$ cat config.mk
export PLATFORM = sky130hd
export DESIGN_NAME = automaton_pattern_matcher
export DESIGN_NICKNAME = d
export VERILOG_FILES = /design/src/hw/rtl/apm_pkg.sv /design/src/hw/rtl/apm_table_builder.sv /design/src/hw/rtl/automaton_pattern_matcher.sv
export SDC_FILE = /design/constraint.sdc
export NUM_CORES = 1
export LEC_CHECK = 0
export BUFFER_PORTS_ARGS = -buffer_cell sky130_fd_sc_hd__buf_2
export CAP_MARGIN = 25
export CELL_PAD_IN_SITES_DETAIL_PLACEMENT = 1
export CELL_PAD_IN_SITES_GLOBAL_PLACEMENT = 1
export CORE_ASPECT_RATIO = 0.9
export CORE_MARGIN = 5
export CORE_UTILIZATION = 30
export CTS_CLUSTER_SIZE = 12
export DETAILED_ROUTE_END_ITERATION = 10
export GPL_ROUTABILITY_DRIVEN = 0
export PLACE_DENSITY = 0.56
export SYNTH_ARGS = -nofsm -noshare
export SYNTH_HDL_FRONTEND = slang
export SYNTH_SLANG_ARGS = --single-unit
$ cat constraint.sdc
create_clock -name clk_i -period 7.6 [get_ports clk_i]
set_input_delay 1.52 -clock clk_i [delete_from_list [all_inputs] [get_ports clk_i]]
set_output_delay 1.52 -clock clk_i [all_outputs]
set_load 0.03 [all_outputs]
$ cat src/hw/rtl/apm_pkg.sv
`timescale 1ns / 1ps
`default_nettype none
// ----------------------------------------------------------------------------
// apm_pkg
// shared constants, register map and pattern helpers of the automaton matcher
// ----------------------------------------------------------------------------
package apm_pkg;

  localparam int StateW      = 5;
  localparam int SymW        = 2;
  localparam int PatSlots    = 16;
  localparam int PatIdxW     = 6;
  localparam int DataW       = 32;
  localparam int PaddrW      = 3;
  localparam int MatchStartW = 16;

  localparam int MaxPatternDefault   = 16;
  localparam int AlphabetSizeDefault = 3;
  localparam int PositionBitsDefault = 16;

  localparam logic [StateW-1:0] LengthReset = StateW'(1);

  // register index, taken from paddr[2]
  localparam logic RegPatternSymbols = 1'b0;
  localparam logic RegPatternLength  = 1'b1;

  function automatic logic [SymW-1:0] pat_sym(input logic [DataW-1:0]   syms,
                                              input logic [PatIdxW-1:0] idx);
    logic [SymW-1:0] res;
    res = '0;
    if (idx < PatIdxW'(PatSlots)) begin
      res = syms[{idx[3:0], 1'b0} +: SymW];
    end
    return res;
  endfunction

endpackage
`default_nettype wire

$ cat src/hw/rtl/apm_table_builder.sv
`timescale 1ns / 1ps
`default_nettype none
// ----------------------------------------------------------------------------
// apm_table_builder
// fills the transition memory one entry at a time from the pattern registers
// ----------------------------------------------------------------------------
module apm_table_builder #(
  parameter int MAX_PATTERN   = apm_pkg::MaxPatternDefault,
  parameter int ALPHABET_SIZE = apm_pkg::AlphabetSizeDefault,
  localparam int Depth = (MAX_PATTERN + 1) * ALPHABET_SIZE,
  localparam int AddrW = $clog2(Depth),
  localparam int AlphW = $clog2(ALPHABET_SIZE)
) (
  input  wire                              clk_i,
  input  wire                              rst_ni,
  input  wire                              start_i,
  input  wire  [apm_pkg::DataW-1:0]        pattern_symbols_i,
  input  wire  [apm_pkg::StateW-1:0]       len_i,
  output logic                             busy_o,
  output logic                             wr_en_o,
  output logic [AddrW-1:0]                 wr_addr_o,
  output logic [apm_pkg::StateW-1:0]       wr_data_o
);

  logic                       busy_q, busy_d;
  logic [apm_pkg::StateW-1:0] s_q, s_d;
  logic [apm_pkg::StateW-1:0] d_q, d_d;
  logic [AlphW-1:0]           x_q, x_d;

  logic [apm_pkg::StateW-1:0] ns_m1;
  logic                       prefix_ok;
  logic                       last_sym_ok;
  logic                       shift_ok;
  logic                       hit;
  logic                       entry_done;
  logic                       last_x;

  // candidate prefix length is s+1-d, checked one shift per cycle
  assign ns_m1 = s_q - d_q;

  always_comb begin
    prefix_ok = 1'b1;
    for (int i = 0; i < apm_pkg::PatSlots; i++) begin
      if ((apm_pkg::StateW'(i) < ns_m1) &&
          (apm_pkg::pat_sym(pattern_symbols_i,
                            apm_pkg::PatIdxW'(i) + apm_pkg::PatIdxW'(d_q)) !=
           apm_pkg::pat_sym(pattern_symbols_i, apm_pkg::PatIdxW'(i)))) begin
        prefix_ok = 1'b0;
      end
    end
  end

  assign last_sym_ok = apm_pkg::pat_sym(pattern_symbols_i, {1'b0, ns_m1}) ==
                       apm_pkg::SymW'(x_q);
  assign shift_ok    = (d_q != '0) || (s_q < len_i);
  assign hit         = prefix_ok && last_sym_ok && shift_ok;
  assign entry_done  = hit || (d_q == s_q);
  assign last_x      = x_q == AlphW'(ALPHABET_SIZE - 1);

  assign busy_o    = busy_q;
  assign wr_en_o   = busy_q && entry_done;
  assign wr_addr_o = AddrW'(int'(s_q) * ALPHABET_SIZE + int'(x_q));
  assign wr_data_o = hit ? ns_m1 + apm_pkg::StateW'(1) : '0;

  always_comb begin
    busy_d = busy_q;
    s_d    = s_q;
    d_d    = d_q;
    x_d    = x_q;
    if (start_i) begin
      busy_d = 1'b1;
      s_d    = '0;
      d_d    = '0;
      x_d    = '0;
    end else if (busy_q) begin
      if (entry_done) begin
        d_d = '0;
        if (last_x) begin
          x_d = '0;
          if (s_q == len_i) begin
            busy_d = 1'b0;
          end else begin
            s_d = s_q + apm_pkg::StateW'(1);
          end
        end else begin
          x_d = x_q + AlphW'(1);
        end
      end else begin
        d_d = d_q + apm_pkg::StateW'(1);
      end
    end
  end

  always_ff @(posedge clk_i or negedge rst_ni) begin
    if (!rst_ni) begin
      busy_q <= 1'b1;
      s_q    <= '0;
      d_q    <= '0;
      x_q    <= '0;
    end else begin
      busy_q <= busy_d;
      s_q    <= s_d;
      d_q    <= d_d;
      x_q    <= x_d;
    end
  end

endmodule
`default_nettype wire

$ cat src/hw/rtl/automaton_pattern_matcher.sv
`timescale 1ns / 1ps
`default_nettype none
// ----------------------------------------------------------------------------
// automaton_pattern_matcher
// finite automaton string matcher with a transition table held in memory
// ----------------------------------------------------------------------------
// Text symbols enter on the in channel (valid/ready), one beat per symbol;
// text_start_i clears the automaton state and the text position. Each beat
// gives one result beat on the out channel: found_o, match_start_o and the
// new state automaton_now_o. A result passes the read stage and then the
// result register; the rate is one beat per cycle while out_ready_i is high,
// set by the loop from the memory read data to the next read address.
// The pattern is set through the APB port: 0x0 pattern_symbols, 0x4
// pattern_length. After reset and after every register write the table is
// rebuilt, one candidate shift per cycle; in_ready_o is low while it runs
// and the automaton state returns to zero.
// A stalled receiver holds the output register; one further beat is taken
// into the read stage, then in_ready_o drops until out_ready_i returns.
// ----------------------------------------------------------------------------
module automaton_pattern_matcher #(
  parameter int MAX_PATTERN   = apm_pkg::MaxPatternDefault,
  parameter int ALPHABET_SIZE = apm_pkg::AlphabetSizeDefault,
  parameter int POSITION_BITS = apm_pkg::PositionBitsDefault
) (
  input  wire                                clk_i,
  input  wire                                rst_ni,
  // apb configuration port
  input  wire                                psel,
  input  wire                                penable,
  input  wire                                pwrite,
  input  wire  [apm_pkg::PaddrW-1:0]         paddr,
  input  wire  [apm_pkg::DataW-1:0]          pwdata,
  output logic [apm_pkg::DataW-1:0]          prdata,
  output logic                               pready,
  // text symbols
  input  wire                                in_valid_i,
  output logic                               in_ready_o,
  input  wire  [apm_pkg::SymW-1:0]           symbol_i,
  input  wire                                text_start_i,
  // results
  output logic                               out_valid_o,
  input  wire                                out_ready_i,
  output logic                               found_o,
  output logic [apm_pkg::MatchStartW-1:0]    match_start_o,
  output logic [apm_pkg::StateW-1:0]         automaton_now_o
);

  localparam int Depth = (MAX_PATTERN + 1) * ALPHABET_SIZE;
  localparam int AddrW = $clog2(Depth);
  localparam int PosW  = POSITION_BITS;

  // configuration
  logic [apm_pkg::DataW-1:0]  pattern_symbols_q;
  logic [apm_pkg::StateW-1:0] pattern_length_q;
  logic                       cfg_wr;
  logic                       cfg_idx;
  logic [apm_pkg::StateW-1:0] len_eff;

  // table builder
  logic                       build_busy;
  logic                       build_wr_en;
  logic [AddrW-1:0]           build_wr_addr;
  logic [apm_pkg::StateW-1:0] build_wr_data;

  // lookup pipeline
  logic [apm_pkg::StateW-1:0] trans_mem_q [Depth];
  logic [apm_pkg::StateW-1:0] rdata_q;
  logic                       s1_valid_q;
  logic                       s1_zero_q;
  logic [PosW-1:0]            s1_pos_q;
  logic [apm_pkg::StateW-1:0] s1_state;
  logic [apm_pkg::StateW-1:0] state_q;
  logic [apm_pkg::StateW-1:0] cur_state;
  logic [apm_pkg::StateW-1:0] base_state;
  logic [AddrW-1:0]           rd_addr;
  logic [PosW-1:0]            pos_q;
  logic [PosW-1:0]            pos_now;
  logic                       accept;
  logic                       adv1;
  logic                       sym_bad;
  logic [PosW:0]              pos_plus;
  logic [PosW:0]              len_ext;
  logic                       found_d;
  logic [apm_pkg::MatchStartW-1:0] match_start_d;

  // --------------------------------------------------------------------------
  // apb registers
  // --------------------------------------------------------------------------
  assign pready  = 1'b1;
  assign cfg_idx = paddr[2];
  assign cfg_wr  = psel && penable && pwrite;

  always_comb begin
    unique case (cfg_idx)
      apm_pkg::RegPatternSymbols: prdata = pattern_symbols_q;
      apm_pkg::RegPatternLength:  prdata = apm_pkg::DataW'(pattern_length_q);
      default:                    prdata = '0;
    endcase
  end

  always_ff @(posedge clk_i or negedge rst_ni) begin
    if (!rst_ni) begin
      pattern_symbols_q <= '0;
      pattern_length_q  <= apm_pkg::LengthReset;
    end else if (cfg_wr) begin
      unique case (cfg_idx)
        apm_pkg::RegPatternSymbols: pattern_symbols_q <= pwdata;
        apm_pkg::RegPatternLength:  pattern_length_q  <= pwdata[apm_pkg::StateW-1:0];
        default: ;
      endcase
    end
  end

  always_comb begin
    if (pattern_length_q == '0) begin
      len_eff = apm_pkg::StateW'(1);
    end else if ({1'b0, pattern_length_q} > (apm_pkg::StateW + 1)'(MAX_PATTERN)) begin
      len_eff = apm_pkg::StateW'(MAX_PATTERN);
    end else begin
      len_eff = pattern_length_q;
    end
  end

  apm_table_builder #(
    .MAX_PATTERN   (MAX_PATTERN),
    .ALPHABET_SIZE (ALPHABET_SIZE)
  ) u_builder (
    .clk_i             (clk_i),
    .rst_ni            (rst_ni),
    .start_i           (cfg_wr),
    .pattern_symbols_i (pattern_symbols_q),
    .len_i             (len_eff),
    .busy_o            (build_busy),
    .wr_en_o           (build_wr_en),
    .wr_addr_o         (build_wr_addr),
    .wr_data_o         (build_wr_data)
  );

  // --------------------------------------------------------------------------
  // lookup
  // --------------------------------------------------------------------------
  assign adv1       = s1_valid_q && (!out_valid_o || out_ready_i);
  assign in_ready_o = !build_busy && (!s1_valid_q || adv1);
  assign accept     = in_valid_i && in_ready_o;

  assign s1_state  = s1_zero_q ? '0 : rdata_q;
  assign cur_state = s1_valid_q ? s1_state : state_q;

  always_comb begin
    base_state = text_start_i ? '0 : cur_state;
    if (base_state > len_eff) begin
      base_state = '0;
    end
  end

  assign sym_bad = {1'b0, symbol_i} >= (apm_pkg::SymW + 1)'(ALPHABET_SIZE);
  assign rd_addr = AddrW'(int'(base_state) * ALPHABET_SIZE + int'(symbol_i));
  assign pos_now = text_start_i ? '0 : pos_q;

  always_ff @(posedge clk_i) begin
    if (build_wr_en) begin
      trans_mem_q[build_wr_addr] <= build_wr_data;
    end
    if (accept) begin
      rdata_q <= trans_mem_q[rd_addr];
    end
  end

  always_ff @(posedge clk_i) begin
    if (accept) begin
      s1_zero_q <= sym_bad;
      s1_pos_q  <= pos_now;
    end
  end

  always_ff @(posedge clk_i or negedge rst_ni) begin
    if (!rst_ni) begin
      s1_valid_q <= 1'b0;
      state_q    <= '0;
      pos_q      <= '0;
    end else begin
      if (accept) begin
        s1_valid_q <= 1'b1;
      end else if (adv1) begin
        s1_valid_q <= 1'b0;
      end
      if (cfg_wr) begin
        state_q <= '0;
      end else if (adv1) begin
        state_q <= s1_state;
      end
      if (accept) begin
        pos_q <= (pos_now != '1) ? pos_now + PosW'(1) : pos_now;
      end
    end
  end

  // --------------------------------------------------------------------------
  // result register
  // --------------------------------------------------------------------------
  assign pos_plus = {1'b0, s1_pos_q} + (PosW + 1)'(1);
  assign len_ext  = (PosW + 1)'(len_eff);
  assign found_d  = s1_state == len_eff;

  always_comb begin
    match_start_d = '0;
    if (found_d && (pos_plus >= len_ext)) begin
      match_start_d = apm_pkg::MatchStartW'(pos_plus - len_ext);
    end
  end

  always_ff @(posedge clk_i) begin
    if (adv1) begin
      found_o         <= found_d;
      match_start_o   <= match_start_d;
      automaton_now_o <= s1_state;
    end
  end

  always_ff @(posedge clk_i or negedge rst_ni) begin
    if (!rst_ni) begin
      out_valid_o <= 1'b0;
    end else if (adv1) begin
      out_valid_o <= 1'b1;
    end else if (out_ready_i) begin
      out_valid_o <= 1'b0;
    end
  end

endmodule
`default_nettype wire

==> results.txt, run 1 <==
status = finished, final reports clean
initial antenna violation count = 1
wire per inst = 23.19 um
LEAKAGE = 8.586 nW
crit-path cells = nor2b_1 -> mux2i_1 -> nor2_1 -> ha_1 -> nor2b_1 -> o21a_1 -> o21ai_0 -> nand2b_1 -> a21oi_1 -> a31oi_1 -> nor2_1 -> inv_1 -> fa_1 -> inv_1 -> ha_2 -> buf_4 -> mux4_2 -> mux4_2 -> mux2i_1 -> o21ai_0
GRT Util Overall = 16.21%
DRT antenna net count = 0
Worst setup SP type = register
Synth top area share = 42.40%
part of the power in registers = 30.6%
Period minus WS final = 5.768 ns
Cell Count, Final, Fillers Out = 2713
Core Area = 0.06999 mm^2
number of synthesized flops with an enable pin = 299
ys async rst share = 19.62%
worst-margin pin slew = 0.8020 ns
Setup WS pre-CTS = 1.214 ns
relative slew slack = 46.38%
Max Clock Skew = 0.02882 ns
Hold Buf Count CTS = 0
first-pass GRT wire length = 95980 um
fillcell total = 7455
most common cell in the synthesized netlist = edfxtp_1
CTS root buf = clkbuf_16
layout cells sized above 1 = 25.51%
CP peak stage delay = 0.57 ns
routed vias = 14385
setup bufs post-CTS = 0
Design Area, Final = 0.02461 mm^2
top area cells in the synthesized netlist = edfxtp_1 42%, mux4_2 13%, dfrtp_1 8.4%
setup ws final = 1.832 ns
vias in the first global route = 14983
combinational power share = 45.5%
Post-Route Setup TNS = 0 ns
RSZ-0062 raised after global routing = false
hold_ws = 0.5241 ns
row cnt = 92
Setup CP Type = register to register
layout net count = 1842
DRT iter0 DRCs = 989
CTS tree = built
power per cell area = 342.4 mW/mm^2
port bufs = 98
Worst Hold Class = register to register
max-cap violations = 0
Mapped Nets = 1722
cell type with the largest total area after synthesis = edfxtp_1
residual DRC count = 0
Int Power = 0.005110 W
worst vdd ir = 0.0001919 V
Yosys reg bits = 372
initial core utilization = 30.26%
max-slew violations = 0
cells after synthesis = 1619
count of final hold-check violations = 0
dpl cell area = 0.02317 mm^2
Area Overhead vs Synth = 16.21%
clock buffer depth = 3
clk sinks = 372
Synth warnings = 0
switching pwr = 0.003315 W
crit path DAT = 6.07 ns
Required @ worst endpoint = 7.90 ns
CTS H-tree depth = 2
switching share of power = 39.34%
final setup violating endpoints = 0
Num CTS Buffers = 43
crit path max fanout = 20
area of the multi-input gates = 0.009811 mm^2
Congestion Overflow GR = 0
DR vias/cell = 5.302
I/O pins = 102
die area = 0.07601 mm^2
Clock Pin Slew Worst Setup and Hold Paths = 0.07 ns
most frequent cells after synthesis = 299 x edfxtp_1, 122 x mux4_2, 118 x mux2i_1, 105 x nand2_1
sequential cell area = 0.01081 mm^2
Final HPWL DP = 43580 um
Resized cells post-CTS = 0
Peak Freq = 173.4 MHz
clock power share = 23.9%
post-placement cell count = 2630
Routed WL = 62920 um
period utilization = 75.90%
Pre-antenna DRT Iters = 5
die height = 262.0 um
sequential fraction of the synthesis area = 51.04%
average cell area after synthesis = 13.08 um^2
worst-skew pair later-pin latency = 0.59 ns
CP max stage cell = ha_2
Mapped Area = 0.02118 mm^2
CP Capture Type = register
largest net degree at the start of global routing = 74
ys flop type = edfxtp_1
Die X = 290.1 um
Synth cell types = 79
path summary, 6_finish.rpt:
check | startpoint | to | slack [ns] | cells after the start
min in group asynchronous | rst_ni | pattern_symbols_q[25]$_DFFE_PN0P_ | 0.81 | 1
max in group asynchronous | rst_ni | u_builder.busy_o$_DFF_PN1_ | 6.15 | 2
setup / recovery | s1_zero_q$_DFFE_PP_ | rdata_q[0]$_DFFE_PP_ | 1.83 | 20
setup reg to reg | s1_zero_q$_DFFE_PP_ | rdata_q[0]$_DFFE_PP_ | 1.83 | 20
hold / removal | state_q[0]$_DFFE_PN0P_ | state_q[0]$_DFFE_PN0P_ | 0.52 | 2
hold reg to reg | state_q[0]$_DFFE_PN0P_ | state_q[0]$_DFFE_PN0P_ | 0.52 | 2
worst max-delay path: cells and delay by family, from the launching register on:
kind / cells / cell delay, ns
adders and majority gates: 3 / 1.35
buffers and inverters: 3 / 0.54
DFF: 1 / 0.44
and+or+nand+nor: 5 / 1.18
AOI/OAI and AO/OA: 5 / 0.68
muxes: 4 / 1.26
cells in the final DEF, fill, tap and decap left out, drive strengths merged, types with 43 or more instances in the layout:
cell	Yosys	layout
edfxtp	299	299
mux2i	118	118
mux2	46	46
mux4	122	122
nand3	53	53
o21ai	50	50
a21oi	51	51
dfrtp	71	71
clkbuf	83	55
nor2b	57	57
nand2	105	105
buf	38	196
nor2	83	83
xnor2	43	43
ha	52	52
power by group through the flow:
stage,combinational (W),sequential (W),clock (W)
floorplan,0.00293,0.00241,0
global placement,0.00372,0.00260,0
detailed placement,0.00380,0.00261,0
CTS,0.00382,0.00257,0.00209
global route,0.00414,0.00259,0.00218
finish,0.00383,0.00258,0.00202
sequential cells by signal, indices dropped and copies added (netlist names), 2 cells and up:
name / count
pattern_length_q: 5
pos_q: 16
match_start_o: 16
rdata_q: 5
u_builder.x_q: 2
state_q: 5
u_builder.d_q: 5
s1_pos_q: 16
u_builder.s_q: 5
pattern_symbols_q: 32
trans_mem_q: 255
automaton_now_o: 5
stage by stage:
| stage | util, % | power (W) |
|---|---|---|
| 6_report | 35.16 | 0.008425 |
| 5_1_grt | 35.16 | 0.008907 |
| 4_1_cts | 35.05 | 0.008472 |
| 3_5_place_dp | 33.11 | 0.006407 |
| 3_3_place_gp | 33.05 | 0.006324 |
| 2_1_floorplan | - | 0.005347 |
per-layer routing:
metal | wire (um) | vias up | share of wire, % | GRT usage, %
li1 | - | 6510 | - | -
met1 | 29370 | 7445 | 47 | 22.96
met2 | 28780 | 336 | 46 | 25.90
met3 | 3272 | 94 | 5.2 | 2.907
met4 | 1500 | 0 | 2.4 | 4.380
met5 | 0 | - | 0 | 0
kinds of logic (layout without fill, tap and decap cells):
logic type	Yosys count	in the layout	synth area share, %
buf+inv	151	304	2.937
other cells	1	2	0.01771
xor+xnor	79	79	3.392
flops	372	372	51.04
fa+ha+maj	58	58	3.640
compound gates	208	208	6.476
simple gates	464	464	11.50
mux	286	286	21.00
layout make-up:
cell class / instances / share of cell area (%)
Sequential cell: 372 / 43.94
Multi-Input combinational cell: 1096 / 39.87
Timing Repair Buffer: 196 / 5.420
Tap cell: 940 / 4.780
Clock buffer: 55 / 4.556
Clock inverter: 23 / 0.9712
Inverter: 30 / 0.4576
Antenna cell: 1 / 0.01017
Power figures use the tool's default switching activity.
==> run 2: changes to the inputs <==
--- a/config.mk
+++ b/config.mk
@@ -15,7 +15,7 @@
 export CTS_CLUSTER_SIZE = 12
 export DETAILED_ROUTE_END_ITERATION = 10
 export GPL_ROUTABILITY_DRIVEN = 0
-export PLACE_DENSITY = 0.56
+export PLACE_DENSITY = 0.57
 export SYNTH_ARGS = -nofsm -noshare
 export SYNTH_HDL_FRONTEND = slang
 export SYNTH_SLANG_ARGS = --single-unit
==> constraint.sdc (replaced) <==
create_clock -name clk_i -period 4.9 [get_ports clk_i]
set_input_delay 0.98 -clock clk_i [delete_from_list [all_inputs] [get_ports clk_i]]
set_output_delay 0.98 -clock clk_i [all_outputs]
set_load 0.03 [all_outputs]
==> run 2 against run 1 <==
Effect of this change: first-iteration DRC count up 4.6%; wire length up 1.9%; die area unchanged; critical path depth down 5; power up 69%; fmax up 20%; non-clock buffer count up 71; worst hold slack worse by 0.25 ns; worst setup slack worse by 1.7 ns; clock skew down 0.0027 ns; clock power up 54%.
==> results.txt, run 2 (synthesis results as in run 1) <==
status = finished, final reports clean
power per cell area = 540.3 mW/mm^2
clock buffer depth = 3
Clock Pin Slew Worst Setup and Hold Paths = 0.06 ns
post-placement cell count = 2684
first-pass GRT wire length = 98320 um
vias in the first global route = 15757
commonest non-fill, non-tap cells in the layout = 299 x edfxtp_1, 131 x buf_4, 122 x mux4_2
crit-path cells = clkinvlp_4 -> buf_12 -> fa_1 -> a21o_1 -> a21oi_1 -> xnor2_1 -> or3_1 -> or2_2 -> a211oi_1 -> nand3_1 -> and4b_2 -> nor2_4 -> buf_12 -> buf_4 -> nor4b_4
Max Clock Skew = 0.02614 ns
family with the most delay on the worst path = simple AND/OR/NAND/NOR gates
worst-skew pair later-pin latency = 0.58 ns
CP Capture Type = register
# diodes = 0
CP peak stage delay = 0.49 ns
row cnt = 92
Area Overhead vs Synth = 24.76%
hold_ws = 0.2762 ns
DRT iter0 DRCs = 1034
die area = 0.07601 mm^2
count of final hold-check violations = 0
Bufs and invs on worst path = 4
DRT antenna net count = 0
max reg flops = 255
largest net degree at the start of global routing = 74
Die X = 290.1 um
residual DRC count = 0
initial antenna violation count = 1
CTS root buf = clkbuf_16
crit path max fanout = 8
Core Area = 0.06999 mm^2
port bufs = 98
Top reg by flops = trans_mem_q
Congestion Overflow GR = 0
worst-margin pin slew = 0.7345 ns
Peak Freq = 208.4 MHz
Num CTS Buffers = 42
DR vias/cell = 5.299
initial core utilization = 30.26%
Pre-antenna DRT Iters = 5
Hold Buf Count CTS = 0
Required @ worst endpoint = 5.11 ns
worst vdd ir = 0.0002841 V
Cell Count, Final, Fillers Out = 2778
die height = 262.0 um
Final HPWL DP = 46430 um
most common cell after layout, fill and taps aside = edfxtp_1
routed vias = 14720
wire per inst = 23.07 um
GRT Util Overall = 16.50%
CTS H-tree depth = 2
Layout Utilization = 37.75%
layout cells sized above 1 = 33.13%
max-cap violations = 0
CTS tree = built
LEAKAGE = 9.359 nW
Regs by FF count = trans_mem_q: 255 flops, pattern_symbols_q: 32 flops
fillcell total = 7350
Most common cell on crit path = buf_12
RSZ-0062 raised after global routing = true
crit path DAT = 5.01 ns
Routed WL = 64090 um
I/O pins = 102
layout net count = 1912
CP max stage cell = fa_1
period utilization = 97.95%
max-slew violations = 0
Worst Hold Class = primary input to asynchronous set/reset pin
relative slew slack = 50.68%
Worst setup SP type = register
final setup violating endpoints = 0
clk sinks = 372
Setup CP Type = register to register
Period minus WS final = 4.799 ns
## run 2: cell types whose count changed in the layout (fill, tap and decap cells not counted), sizes merged
| cell | before | now |
|---|---|---|
| buf | 196 | 265 |
| clkinv | 18 | 13 |
| clkbuf | 55 | 59 |
| inv | 32 | 29 |
| clkinvlp | 0 | 1 |
| diode | 1 | 0 |
## run 2: layer usage
layer	share of wire, %	up-vias	wire [um]	track usage [%]
met3	5.4	93	3446	3.363
met4	2.2	2	1410	4.207
met5	0.020	-	13	0
met2	47	366	29810	26.67
li1	-	6637	-	-
met1	46	7622	29400	22.96
## run 2: worst reg2reg max path: cells and delay by family (launching register included)
family	cells	cell delay (ns)
flip-flops	1	0.41
XOR/XNOR	1	0.14
adder cells (fa/ha/maj)	1	0.49
buffers and inverters	4	0.69
AND/OR/NAND/NOR	6	1.88
AO/OA/AOI/OAI	3	0.82
## run 2: path summary, 6_finish.rpt
| check | start | endpoint | slack [ns] | cells after the start |
|---|---|---|---|---|
| min in group clk_i | state_q[3]$_DFFE_PN0P_ | state_q[3]$_DFFE_PN0P_ | 0.54 | 2 |
| worst min register to register | state_q[3]$_DFFE_PN0P_ | state_q[3]$_DFFE_PN0P_ | 0.54 | 2 |
| worst max-delay path | u_builder.d_q[1]$_DFFE_PN0P_ | trans_mem_q[22][3]$_DFFE_PP_ | 0.10 | 15 |
| worst max register to register | u_builder.d_q[1]$_DFFE_PN0P_ | trans_mem_q[22][3]$_DFFE_PP_ | 0.10 | 15 |
| max in group asynchronous | rst_ni | u_builder.busy_o$_DFF_PN1_ | 3.98 | 2 |
| worst min-delay path | rst_ni | pattern_symbols_q[27]$_DFFE_PN0P_ | 0.28 | 1 |
## run 2: timing repair
item	in CTS	in global routing
setup endpoints to repair	106	254
gates resized for setup	8	48
cloned	2	2
buffers inserted	4	12
pin swaps	3	20
## run 2: report_power, final
| part | leakage, nW | internal [W] | total, W | switching, W |
|---|---|---|---|---|
| clock | 0.651 | 0.00182 | 0.00311 | 0.00129 |
| combinational | 5.36 | 0.00314 | 0.00735 | 0.00421 |
| sequential | 3.35 | 0.00359 | 0.00381 | 0.000219 |
| total | 9.36 | 0.00855 | 0.0143 | 0.00572 |
## run 2: through the flow
| step | total power, W | instance area [um^2] | setup TNS (ns) | setup slack (ns) |
|---|---|---|---|---|
| finish | 0.01427 | 26420 | 0 | 0.1007 |
| CTS | 0.01419 | 26080 | 0 | 0.008706 |
| floorplan | 0.008762 | 21970 | -0.3783 | -0.07717 |
| global route | 0.01506 | 26420 | -1.923 | -0.07265 |
| global placement | 0.01077 | 24550 | -3.584 | -0.3819 |
| detailed placement | 0.01091 | 24570 | -6.282 | -0.4073 |
## run 2: area by class of cell
cell class              instances  area, um^2  share of cell area (%)
multi-input cells            1096       10710                   40.55
flip-flops and latches        372       10810                   40.93
clock buffers                  57        1159                   4.386
inverters                      30       116.4                  0.4404
repair buffers                267        2246                   8.501
clock inverters                16       195.2                  0.7388
well taps                     940        1176                   4.452
